`src/rtl/fsc_ram.sv`:
```
// ----------------------------------------------------------------------------
// fsc_ram
// Generic single-write, single-read RAM with a registered read port.
// ----------------------------------------------------------------------------
module fsc_ram #(
   parameter int WIDTH = 64,
   parameter int DEPTH = 64,
   localparam int AW   = (DEPTH > 1) ? $clog2(DEPTH) : 1
) (
   input  logic             clock,
   input  logic             wr_en,
   input  logic [AW-1:0]    wr_addr,
   input  logic [WIDTH-1:0] wr_data,
   input  logic             rd_en,
   input  logic [AW-1:0]    rd_addr,
   output logic [WIDTH-1:0] rd_data
);

   logic [WIDTH-1:0] mem_ff [DEPTH];
   logic [WIDTH-1:0] rd_data_ff;

   always_ff @(posedge clock) begin
      if (wr_en) begin
         mem_ff[wr_addr] <= wr_data;
      end
      if (rd_en) begin
         rd_data_ff <= mem_ff[rd_addr];
      end
   end

   assign rd_data = rd_data_ff;

endmodule

```
`config.mk`:
```
export PLATFORM = sky130hd
export DESIGN_NAME = fsc_ram
export DESIGN_NICKNAME = d
export VERILOG_FILES = /design/src/rtl/fsc_ram.sv
export SDC_FILE = /design/constraint.sdc
export NUM_CORES = 2
export LEC_CHECK = 0
export BUFFER_PORTS_ARGS = -buffer_cell sky130_fd_sc_hd__clkbuf_2
export CORE_ASPECT_RATIO = 0.6
export CORE_MARGIN = 5
export CORE_UTILIZATION = 50
export CTS_BUF_LIST = sky130_fd_sc_hd__clkbuf_16
export DETAILED_ROUTE_END_ITERATION = 12
export HOLD_SLACK_MARGIN = 0.1
export PLACE_DENSITY = 0.73
export SLEW_MARGIN = 20
export SYNTH_ARGS = -nofsm -noshare
export SYNTH_HDL_FRONTEND = slang
export SYNTH_SLANG_ARGS = --single-unit
```
`constraint.sdc`:
```
create_clock -name clock -period 7.99 [get_ports clock]
set_input_delay 0.799 -clock clock [delete_from_list [all_inputs] [get_ports clock]]
set_output_delay 0.799 -clock clock [all_outputs]
set_load 0.005 [all_outputs]
```
# Yosys cells after proc, flatten, opt, wreduce, memory -nomap -nowiden
# Memory sizes are Yosys's and may differ from the RTL's. A register that Yosys moved wholly into a read port is not among the register bits.
# Index checks and enable logic that the tools add are counted.
dict set report classes {
  mux 2
}
# operator count
set op_table {}
lappend op_table {{1-bit 2-to-1 mux} 2}
dict set report totals {
  register_bits 0
  inputBits 79
  output_inout_bits 64
  wordCells 3
  mem_count 1
  mem_bits_rw 4096
}
# name words word_bits read_ports rd_ports_with_merged_regs write_ports line
set mem_list {}
lappend mem_list {mem_ff 64 64 1 1 1 19} ;# logic [WIDTH-1:0] mem_ff [DEPTH];

# Logic depth before layout (Yosys ltp)
dict set report depth {
  word_depth 2
  depth_mapped 9
}

# Least setup slack after synthesis
# OpenSTA, ideal clock, no wires.
dict set report synth_timing {
  path_type {input port to flip-flop}
  from {input port wr_addr[3]}
  to {memory mem_ff[48][0], enable pin}
  path_slack_ns 1.755
  setup_ns 0.564
  required_ns 7.426
  n_path_buf 1
  path_stages 4
  arrival_time_ns 5.671
  path_cell_list {clkbuf_1 nor2b_1 nand4b_1 nor3_1}
}
# element line
set synth_lines {}
lappend synth_lines {{start: declaration} 12} ;# input logic [AW-1:0] wr_addr,
lappend synth_lines {{end: declaration} 19}
# No word-level cell before the write port.

==> summary.txt <==
Maximum number of pins on one net before global-route repair: 126
Final Max Slew Viols: 0
Leading cell types by count after synthesis: sky130_fd_sc_hd__edfxtp_1 (4160), sky130_fd_sc_hd__mux4_2 (1024), sky130_fd_sc_hd__buf_2 (170)
Run status: finished, final reports clean
Worst-case register-to-register setup slack: 5.59 ns
Total standard cell area after synthesis: 157000 sq um
Drt wl/cell: 38.3 um
Type of the tightest min-delay check: in -> reg
Register bit count reported by yosys: 4160
Synth Net Count: 6677
RSZ-0062 raised after global routing: false
Die footprint: 326000 sq um
Count of cells along the worst register-to-register path: 5
Nature of the critical path endpoint: flop
Total number of vias: 77900
Deepest clock path buffer count: 4
Library cell occupying the most area in the post-synthesis netlist: sky130_fd_sc_hd__edfxtp_1
Final Hold Viols: 0
Routed Wire Length: 436000 um
Final min period: 3.77 ns
Final Cycle Share: 47.1%
Number of DRC markers in iteration 0: 14100
Capture instance of the worst register-to-register path: rd_data[17]
Power density of the placed cells: 246 nW/um^2
Clock transition at the register clock pins on the worst setup and hold paths after CTS: 0.07 ns
Total GRT Usage: 26.6%
Final worst slack: 4.22 ns
Maximum clock frequency: 0.266 GHz
Fraction of final layout cells sized beyond drive strength 1: 27.2%
Num CTS Buffers: 347
Area of all placed cells without fillers: 175000 sq um
Logic pwr share: 4.8%
Internal Pwr Total: 33900 uW
Data required, critical path: 8.60 ns
Source of the worst register-to-register timing path: mem_ff[59][17]
Switching power: 9100 uW
Endpoint of the most critical setup path: rd_data[24]
Placed Area: 164000 sq um
Worst setup slack after placement: 3.40 ns
Cells after Synth: 6598
CTS tree: yes
Number of buffers inserted by port buffering: 142
Width of the die: 733 um
Final net count: 7013
Synth-to-layout area growth: 11.2%
Std cell rows: 159
Number of distinct library cell variants in the gate-level netlist after synthesis: 32
Number of buffers inserted to repair setup after CTS: 0
Cts-stage hold buffer count: 0
Global-route wire length before repair: 607000 um
Placeable core region: 313000 sq um
Resized cells post-CTS: 0
Most frequently used cell type in the post-synthesis netlist: sky130_fd_sc_hd__edfxtp_1
Post-DP HPWL: 237000 um
Worst skew pair latency: 0.92 ns
Fin Clk Skew: 0.0635 ns
Peak VDD IR: 0.215 mV
Critical path startpoint: rd_addr[1]
Worst Path Arrival: 4.37 ns
Leakage: 0.0540 uW
Predominant post-synthesis flop cell: sky130_fd_sc_hd__edfxtp_1
Crit Path Category: in -> reg
Portion of synthesized cell area occupied by the leading cell type: 79.6%
Aggregate negative setup slack: 0 ns
Top Ports: 143
Maximum fanout count along the critical path: 89
Switching part of the total: 21.2%
Proportion of power drawn by flip-flops and latches: 56.5%
Count of flip-flops with a built-in enable after synthesis: 4160
Ranking of synthesized cells by area: sky130_fd_sc_hd__edfxtp_1 (80%), sky130_fd_sc_hd__mux4_2 (15%), sky130_fd_sc_hd__mux2i_1 (0.86%)
Total of warnings raised by yosys: 0
Via density: 6.84
Least-Margin Pin Slew: 1.28 ns
Relative slew slack: 14.6%
Share of total power in the clock network: 38.7%
Async S/R FF share, synth: 0%
Count of fill cells added during filler insertion: 22200
Clock root buffer: sky130_fd_sc_hd__clkbuf_16
Overall overflow remaining after global route: 0
Number of levels the H-tree was split into: 5
Remaining number of nets flagged by the antenna check after routing: 0
Portion of the post-synthesis area used by sequential elements: 79.6%
Number of antenna violations at the first check in global routing: 48
Worst Setup Start Kind: input port
Mean cell area of the mapped netlist: 23.8 sq um
Effective utilization at floorplan: 50.2%
Vias in the first global route: 76200
Die height: 444 um
Number of violations of the max-capacitance limit: 0
Pre-antenna DRT Iters: 8
Final setup violation count: 0
Clock sink count: 4160
DR DRC count: 0
GPL Wtd Cong: 0.829
## critical path, stage by stage
cell                       delay (ns)
sky130_fd_sc_hd__buf_8           0.65
sky130_fd_sc_hd__buf_4           0.68
sky130_fd_sc_hd__buf_4           0.48
sky130_fd_sc_hd__mux4_2          0.54
sky130_fd_sc_hd__or3_1           0.33
sky130_fd_sc_hd__a41oi_1         0.68
sky130_fd_sc_hd__a211oi_1        0.09
## flip-flops by register name, indices dropped and copies added, names as in the netlist
signal	count
rd_data	64
mem_ff	4096
## worst min path at each step
stage / start / end / cells past startpoint
CTS: rd_en / rd_data[46] / 1
global route: rd_en / rd_data[46] / 1
floorplan: mem_ff[30][61] / rd_data[61] / 4
global placement: mem_ff[55][42] / rd_data[42] / 4
finish: rd_en / rd_data[46] / 1
detailed placement: mem_ff[54][42] / rd_data[42] / 4
## final cells by class
cell class	instances	area (sq um)	share of cell area (%)
clock inverters	255	2000	1.14
multi-input cells	2049	30800	17.6
well taps	4186	5240	3.00
repair buffers	357	2740	1.57
flip-flops and latches	4160	125000	71.6
clock buffers	351	8780	5.03
diodes	11	27.5	0.0158
inverters	19	71.3	0.0409
## kinds of logic (layout without fill, tap and decap cells)
| logic type | Yosys count | in the layout | share of synthesized area [%] |
|---|---|---|---|
| AO/OA/AOI/OAI | 504 | 504 | 2.47 |
| buffers and inverters | 389 | 982 | 1.18 |
| flip-flops | 4160 | 4160 | 79.6 |
| multiplexers | 1159 | 1159 | 15.6 |
| other | 0 | 11 | 0 |
| AND/OR/NAND/NOR | 386 | 386 | 1.23 |
## power groups by stage
stage	registers, uW	logic [uW]	clock network [uW]
after CTS	24300	2030	16800
final	24300	2050	16600
after global placement	24800	1970	0
after floorplan	24700	1130	0
after detailed placement	24800	2020	0
after global routing	24300	2160	17800
## per-stage QoR
stage | total power [uW] | hold slack (ns) | util, % | cells
finish | 43000 | 0.232 | 55.8 | 11400
global route | 44200 | 0.183 | 55.8 | 11400
CTS | 43100 | 0.180 | 55.8 | 11400
detailed placement | 26800 | 0.899 | 52.3 | 10800
global placement | 26800 | 0.896 | 52.3 | 10800
floorplan | 25800 | 0.865 | - | 6598
## per-layer routing
metal	up-vias	wire [um]	track usage [%]
met1	41100	162000	40.0
met4	34	14100	7.56
met3	863	74900	9.61
li1	29100	-	-
met2	6764	185000	36.9
met5	-	186	0
## cell usage in the layout, fill, tap and decap left out, drive strengths merged, types with 45 or more instances in the layout
cell type,instances
edfxtp,4160
mux4,1024
clkbuf,438
buf,270
a22oi,168
clkinv,154
mux2i,135
nor2,112
a22o,88
o22ai,83
inv,82
and3,64
a211oi,63
nand2,58
nand3,45
(Power assumes the default switching activity.)
