--- src/rtl/fsc_pkg.sv ---
// ----------------------------------------------------------------------------
// fsc_pkg
// Shared types and constants of the file scan selector: header signatures,
// wildcard characters, result causes and the token that moves along the cells.
// ----------------------------------------------------------------------------
package fsc_pkg;

   localparam int CHAR_W    = 8;
   localparam int WORD_W    = 64;
   localparam int WORD_CHRS = WORD_W / CHAR_W;
   localparam int EPOS_W    = 4;   // holds 0..8, the extension position
   localparam int CAUSE_W   = 3;

   // item kinds
   localparam logic ACT_LOAD  = 1'b0;
   localparam logic ACT_QUERY = 1'b1;

   // configuration register indexes
   localparam logic [1:0] REG_LIST_VALID    = 2'd0;
   localparam logic [1:0] REG_PATTERN_COUNT = 2'd1;

   // result causes
   localparam logic [CAUSE_W-1:0] CAUSE_NONE    = 3'd0;
   localparam logic [CAUSE_W-1:0] CAUSE_INVALID = 3'd1;
   localparam logic [CAUSE_W-1:0] CAUSE_OFFICE  = 3'd2;
   localparam logic [CAUSE_W-1:0] CAUSE_EXEC    = 3'd3;
   localparam logic [CAUSE_W-1:0] CAUSE_EXT     = 3'd4;

   // pattern characters with a meaning of their own
   localparam logic [CHAR_W-1:0] CH_NUL   = 8'h00;
   localparam logic [CHAR_W-1:0] CH_STAR  = 8'h2A;
   localparam logic [CHAR_W-1:0] CH_QUEST = 8'h3F;
   localparam logic [CHAR_W-1:0] CH_LC_A  = 8'h61;
   localparam logic [CHAR_W-1:0] CH_LC_Z  = 8'h7A;
   localparam logic [CHAR_W-1:0] CASE_OFS = 8'h20;

   // compound document signatures, first and second header word
   localparam logic [31:0] SIG_STD_FIRST  = 32'hE011CFD0;
   localparam logic [31:0] SIG_STD_SECOND = 32'hE11AB1A1;
   localparam logic [31:0] SIG_B1_FIRST   = 32'hE011CFD0;
   localparam logic [31:0] SIG_B1_SECOND  = 32'h0DCF110E;
   localparam logic [31:0] SIG_B2_FIRST   = 32'h0DFC110E;
   localparam logic [31:0] SIG_B2_SECOND  = 32'hE011CFD0;

   // executable marks in the first two header bytes
   localparam logic [15:0] MARK_MZ = 16'h5A4D;
   localparam logic [15:0] MARK_ZM = 16'h4D5A;
   localparam logic [15:0] MARK_NE = 16'h454E;
   localparam logic [15:0] MARK_LE = 16'h454C;
   localparam logic [15:0] MARK_PE = 16'h4550;

   typedef enum logic [1:0] {
      ST_IDLE,
      ST_ISSUE,
      ST_DRAIN
   } ctl_state_type;

   typedef enum logic [1:0] {
      TK_RUN,
      TK_MATCH,
      TK_FAIL
   } tk_state_type;

   // one pattern on its way through the matcher row
   typedef struct packed {
      logic               valid;
      logic               last;
      tk_state_type       state;
      logic               skip;
      logic [EPOS_W-1:0]  epos;
      logic [WORD_W-1:0]  pattern;
   } token_type;

   function automatic logic [WORD_W-1:0] upper_word(input logic [WORD_W-1:0] w);
      logic [WORD_W-1:0] r;
      logic [CHAR_W-1:0] c;
      r = '0;
      for (int i = 0; i < WORD_CHRS; i++) begin
         c = w[i*CHAR_W +: CHAR_W];
         if (c >= CH_LC_A && c <= CH_LC_Z) begin
            c = c - CASE_OFS;
         end
         r[i*CHAR_W +: CHAR_W] = c;
      end
      return r;
   endfunction

endpackage

--- src/rtl/fsc_cell.sv ---
// ----------------------------------------------------------------------------
// fsc_cell
// One step of the wildcard matcher: works off the pattern character at the
// head of the token against the extension and hands the token on.
// ----------------------------------------------------------------------------
module fsc_cell #(
   parameter int MAX_CHARS = 8
) (
   input  logic                         clock,
   input  logic                         reset,
   input  fsc_pkg::token_type           tok_in,
   input  logic [fsc_pkg::WORD_W-1:0]   ext_text,
   input  logic [fsc_pkg::EPOS_W-1:0]   ext_len,
   output fsc_pkg::token_type           tok_out
);

   fsc_pkg::token_type                tok_in_w;
   fsc_pkg::token_type                tok_ff;
   logic [fsc_pkg::CHAR_W-1:0]        cur_ch;
   logic [fsc_pkg::CHAR_W-1:0]        nxt_ch;
   logic                              lit_ok;
   logic                              star_found;
   logic [fsc_pkg::EPOS_W-1:0]        star_pos;
   logic                              ext_left;

   assign cur_ch   = tok_in.pattern[0 +: fsc_pkg::CHAR_W];
   assign nxt_ch   = tok_in.pattern[fsc_pkg::CHAR_W +: fsc_pkg::CHAR_W];
   assign ext_left = (tok_in.epos < ext_len);

   // literal compare at the current position, first hit of the star search
   always_comb begin
      lit_ok     = 1'b0;
      star_found = 1'b0;
      star_pos   = '0;
      for (int j = 0; j < MAX_CHARS; j++) begin
         if (fsc_pkg::EPOS_W'(j) == tok_in.epos && fsc_pkg::EPOS_W'(j) < ext_len &&
             ext_text[j*fsc_pkg::CHAR_W +: fsc_pkg::CHAR_W] == cur_ch) begin
            lit_ok = 1'b1;
         end
      end
      for (int j = MAX_CHARS - 1; j >= 0; j--) begin
         if (fsc_pkg::EPOS_W'(j) >= tok_in.epos && fsc_pkg::EPOS_W'(j) < ext_len &&
             ext_text[j*fsc_pkg::CHAR_W +: fsc_pkg::CHAR_W] == nxt_ch) begin
            star_found = 1'b1;
            star_pos   = fsc_pkg::EPOS_W'(j);
         end
      end
   end

   always_comb begin
      tok_in_w         = tok_in;
      tok_in_w.pattern = {{fsc_pkg::CHAR_W{1'b0}},
                          tok_in.pattern[fsc_pkg::WORD_W-1:fsc_pkg::CHAR_W]};
      if (tok_in.valid && tok_in.state == fsc_pkg::TK_RUN) begin
         if (tok_in.skip) begin
            // character already taken by the star before it
            tok_in_w.skip = 1'b0;
         end else begin
            case (cur_ch)
               fsc_pkg::CH_NUL: begin
                  tok_in_w.state = (tok_in.epos == ext_len) ? fsc_pkg::TK_MATCH
                                                            : fsc_pkg::TK_FAIL;
               end
               fsc_pkg::CH_STAR: begin
                  if (nxt_ch == fsc_pkg::CH_NUL) begin
                     tok_in_w.state = fsc_pkg::TK_MATCH;
                  end else if (star_found) begin
                     tok_in_w.epos = star_pos + fsc_pkg::EPOS_W'(1);
                     tok_in_w.skip = 1'b1;
                  end else begin
                     tok_in_w.state = fsc_pkg::TK_FAIL;
                  end
               end
               fsc_pkg::CH_QUEST: begin
                  if (ext_left) begin
                     tok_in_w.epos = tok_in.epos + fsc_pkg::EPOS_W'(1);
                  end else begin
                     tok_in_w.state = fsc_pkg::TK_FAIL;
                  end
               end
               default: begin
                  if (lit_ok) begin
                     tok_in_w.epos = tok_in.epos + fsc_pkg::EPOS_W'(1);
                  end else begin
                     tok_in_w.state = fsc_pkg::TK_FAIL;
                  end
               end
            endcase
         end
      end
   end

   always_ff @(posedge clock) begin
      if (reset) begin
         tok_ff.valid <= 1'b0;
      end else begin
         tok_ff.valid <= tok_in_w.valid;
      end
      tok_ff.last    <= tok_in_w.last;
      tok_ff.state   <= tok_in_w.state;
      tok_ff.skip    <= tok_in_w.skip;
      tok_ff.epos    <= tok_in_w.epos;
      tok_ff.pattern <= tok_in_w.pattern;
   end

   assign tok_out = tok_ff;

endmodule

--- config.mk ---
export PLATFORM = sky130hd
export DESIGN_NAME = fsc_cell
export DESIGN_NICKNAME = d
export VERILOG_FILES = /design/src/rtl/fsc_pkg.sv /design/src/rtl/fsc_cell.sv
export SDC_FILE = /design/constraint.sdc
export NUM_CORES = 1
export LEC_CHECK = 0
export ABC_CLOCK_PERIOD_IN_PS = 2200
export BUFFER_PORTS_ARGS = -buffer_cell sky130_fd_sc_hd__buf_2
export CORE_MARGIN = 2
export CORE_UTILIZATION = 41
export CTS_CLUSTER_SIZE = 8
export DETAILED_ROUTE_END_ITERATION = 12
export PLACE_DENSITY = 0.78
export SYNTH_ARGS = -nofsm -noshare
export SYNTH_HDL_FRONTEND = slang
export SYNTH_SLANG_ARGS = --single-unit
--- constraint.sdc ---
create_clock -name clock -period 2.2 [get_ports clock]
set_clock_uncertainty 0.1 [all_clocks]
set_input_delay 0 -clock clock [delete_from_list [all_inputs] [get_ports clock]]
set_output_delay 0 -clock clock [all_outputs]
set_load 0.02 [all_outputs]
**After elaboration in Yosys (flattened, before gate mapping)**

Index checks and enable logic that the tools add are counted.
Widths: inputs -> output; s select.

- Reduce and logical (&&, ||, !) cells: 37
- Equal/unequal tests: 26
- Muxes and demuxes: 40
- Add/sub/neg operators: 2
- Order comparisons: 17

Operators by type and width:

| kind | number |
|---|---|
| $eq 8x8->1 | 16 |
| $mux 4 | 10 |
| $logic_and 1x1->1 | 33 |
| $mux 1 | 18 |
| $eq 3x4->1 const A | 4 |
| $eq 8x6->1 const B | 2 |
| $ge 3x4->1 const A | 4 |
| $logic_not 8->1 | 2 |
| $lt 3x4->1 const A | 4 |
| $mux 2 | 6 |
| $pmux 4 s3 | 1 |
| $mux 5 | 2 |
| $add 4x1->4 const B | 2 |
| $eq 2x4->1 const A | 2 |
| $ge 1x4->1 const A | 2 |
| $ge 2x4->1 const A | 2 |
| $lt 1x4->1 const A | 2 |
| $lt 2x4->1 const A | 2 |
| $mux 7 | 1 |
| $pmux 2 s3 | 1 |
| $eq 1x4->1 const A | 1 |
| $eq 4x4->1 | 1 |
| $logic_not 4->1 | 1 |
| $lt 4x4->1 | 1 |
| 2 further kinds | 2 |

- Register bits after elaboration: 65
- Input port bits: 143
- Output and inout port bits: 73

**Depth between registers and ports, before layout**

- Depth in word-level cells: 17
- Gate-level depth with buffers: 13

**Worst setup path after synthesis**

No wires, ideal clock.

- Path type: in2reg
- From: in tok_in[10] (netlist name)
- To: reg tok_ff, in the netlist tok_out[65]
- Buffers on the path: 1
- Arrival time: 1,822 ps
- Required time: 1,985 ps
- Stages on the path: 12
- Slack: 162 ps
- Path through: buf_6 -> xor2_2 -> nor4_1 -> and4_4 -> nor2_1 -> nor3_1 -> o311a_1 -> ha_1 -> inv_1 -> o221ai_1 -> o22ai_1 -> nor2_1

RTL lines:

| what | line | text |
|---|---|---|
| start, declared | fsc_cell.sv:11 | `input fsc_pkg::token_type tok_in,` |
| end, declared | fsc_cell.sv:18 | `fsc_pkg::token_type tok_ff;` |

==> out/summary.md <==
CTS buffer count: 9. The die is 101.8 um wide. 216 I/O pins were placed. The logs give 58 for the distinct cell type count after synthesis and 0.003360 W for the power after layout.

At the pin with the least slew margin, the transition time is 498.2 ps. The multi-input logic area came out at 2442 sq um. Across the whole layout, storage elements account for 1301 sq um.

The first routing iteration left 203 violations. Yosys mapped a number of flops with a built-in enable equal to 0. The initial core utilization is 0.4245.

Setup repair after global routing left no endpoint under its margin. The min-delay analysis places its worst path in the category in2reg. The initial antenna violation count is 0.

STA classifies the critical path endpoint as a flip-flop. Setup violations remaining at the end of the flow were counted as 0. The tree built by TritonCTS fans out to 65 sinks. The tools report the startpoint kind of the worst setup timing path as an input pin. The number of port buffers was 207. The fraction of the cycle the final worst path needs is 0.9315. The layout overhead on the synthesized area came out at 61.98%. The proportion of register bits with asynchronous set or reset after synthesis was 0; the full die area was 10,370 sq um. In the synthesized netlist the dominant register cell turns out to be sky130_fd_sc_hd__dfxtp_1. Worst slew margin relative to its limit: 0.6653. TritonCTS built the clock tree.

The largest total area in the synthesized netlist belongs to sky130_fd_sc_hd__dfxtp_1. For the hold violation count in the final report, the log shows 0. Counting the fill cells in the layout gives 769.

The core region is 9240 sq um. The tools report the detailed-router iteration count before antenna repair as 4. The most frequent standard cell in the layout excluding fill and tap cells is sky130_fd_sc_hd__buf_2. The congestion estimate from routability-driven global placement came to 0.9285. Synthesized netlist cell count: 418. The tools report the number of maximum-capacitance violations as 0. Counting I/O delays and the setup requirement, the final critical path takes 2049 ps. The site row count came out at 35. The total routing usage reported by global routing is 0.2779, and the final number of max-transition violations is 0. The run gives 0 as the final routed DRC violation total. Maximum fanout along the worst path: 4. Number of global-route vias before repair: 4,546.

The fraction of synthesized cell area taken by the top area cell type is 0.3317, and the average cell area after synthesis is 9.384 sq um. Once layout is complete, the cells apart from fillers number 876. Die height: 101.8 um.

The first global-routing pass estimated 22,070 um of wire. The required time at the worst-slack endpoint was 2340 ps. Leaving out fill and tap cells, the most frequent cells in the layout are sky130_fd_sc_hd__buf_2 (207), sky130_fd_sc_hd__xnor2_1 (87), sky130_fd_sc_hd__dlygate4sd3_1 (65), sky130_fd_sc_hd__dfxtp_1 (65), sky130_fd_sc_hd__buf_4 (56). For this block, the routed nets add up to 14,800 um of wire. In this run the power density over the cells is 528.8 nW/um^2. After the last flow step, the layout net total stands at 893.

The run gives 0 as the diode insertion count for antenna repair. The per-cell via count in the routed design was 4.983; the number of nets with antenna violations after routing was 0. The total overflow left after global routing is 0.

Summed over all failing endpoints, the final setup total negative slack is 0 ps. The flow ran to the end, and the final reports show no timing, DRC or antenna violations. The fraction of layout instances using a drive strength above 1 is 0.4123, and the number of storage elements in the synthesis netlist is 65.

The Yosys step of the flow raised 0 warnings. The placed cell count was 795. The depth of the worst hold-timing path was 4; the depth of the CTS H-tree was 3. In this run the clock root is driven by a sky130_fd_sc_hd__clkbuf_8. Detailed placement ended at an HPWL of 11,070 um. The worst setup path category is in2reg. In this run the deepest clock path goes through 2 buffers.

The fmax is 488.0 MHz. The worst path arrival time was 2190 ps. The average routed wire per standard cell was 16.89 um.

Sorting the synthesized cells by area gives the leading types as sky130_fd_sc_hd__dfxtp_1 (33%), sky130_fd_sc_hd__xnor2_1 (19%), sky130_fd_sc_hd__xor2_1 (8.3%). The static leakage was 2.858 nW; the sequential element share of the synthesized area was 0.3317. The via total after detailed routing came out at 4,365. The clock transition at the registers of the reported paths was 70 ps. The mapped netlist covers 3923 sq um.

In this run the cell area measured after placement is 5444 sq um. IR analysis of the VDD net gives a maximum drop of 0.0003570 V. Summing all non-filler instances in the final layout gives an area of 6354 sq um. The register with the most flip-flops in the layout has 65 of them. Entering global routing, the biggest net connects 14 pins.
[area by class of cell]
type / count / share of cell area
clock buffers: 9 / 0.01950
clock inverters: 7 / 0.01635
inverters: 9 / 0.005317
multi-input cells: 325 / 0.3844
flip-flops and latches: 65 / 0.2048
well taps: 129 / 0.02540
repair buffers: 332 / 0.3442
[Yosys cell counts (all sizes together) (2+ instances only)]
cell type / n
o211ai: 4
and4: 4
nor2b: 6
a21o: 2
nor4: 16
buf: 26
a21oi: 10
dfxtp: 65
nor3: 17
nand2b: 2
or2: 3
or4: 4
and2: 4
a211oi: 2
o21ai: 12
xnor2: 87
nor2: 16
inv: 9
or3: 2
and3: 2
o311a: 2
a211o: 2
ha: 8
nand3: 13
xor2: 42
nand2: 18
nand4: 24
[logic make-up after synthesis]
group           Yosys count  synth area share
xor+xnor                129            0.2976
compound gates           48           0.08804
fa+ha+maj                 8           0.02552
buf+inv                  35           0.06029
flops                    65            0.3317
other cells               1         0.0009560
simple gates            132            0.1959
[path summary, 6_finish.rpt]
| path | slack, ps | end | startpoint |
|---|---|---|---|
| hold / removal | 50 | tok_out[65]$_DFF_P_ | tok_in[65] |
| setup / recovery | 150 | tok_out[65]$_DFF_P_ | tok_in[64] |
[stage by stage]
step | utilization | worst slack (ps) | hold slack [ps]
floorplan | - | 162.1 | -72.28
global placement | 0.5892 | -79.63 | 2.307
detailed placement | 0.5892 | -172.9 | 3.572
CTS | 0.6842 | 115.3 | 31.00
global route | 0.6876 | 1.233 | 46.35
finish | 0.6876 | 150.7 | 47.00
[timing repair]
| item | CTS | global route |
|---|---|---|
| buffers inserted | 0 | 0 |
| resized for setup | 0 | 6 |
| setup endpoints to repair | 0 | 3 |
| hold buffers | 65 | 0 |
| endpoints found under the hold margin | 62 | 0 |
[layer usage]
layer  GRT usage  wire, um  vias up
li1            -         -     2089
met1      0.3291      5991     2039
met2      0.4975      7409      210
met3     0.06019      1053       27
met4     0.09333       340        0
met5           0         0        -
[where the power goes]
| group | total (W) | switching, W | internal, W |
|---|---|---|---|
| registers | 0.00126 | 0.0000178 | 0.00124 |
| clock network | 0.00116 | 0.000510 | 0.000649 |
| logic | 0.000943 | 0.000483 | 0.000461 |
[critical path, stage by stage]
cell,delay (ps)
sky130_fd_sc_hd__buf_2,140
sky130_fd_sc_hd__inv_1,90
sky130_fd_sc_hd__ha_1,220
sky130_fd_sc_hd__nor2b_1,200
sky130_fd_sc_hd__a21oi_1,120
sky130_fd_sc_hd__and4_4,160
sky130_fd_sc_hd__or4_4,530
sky130_fd_sc_hd__o211ai_2,250
sky130_fd_sc_hd__o221ai_1,200
sky130_fd_sc_hd__o22ai_1,200
sky130_fd_sc_hd__nor2_1,60
No activity file was read; power rests on OpenSTA's default activity.
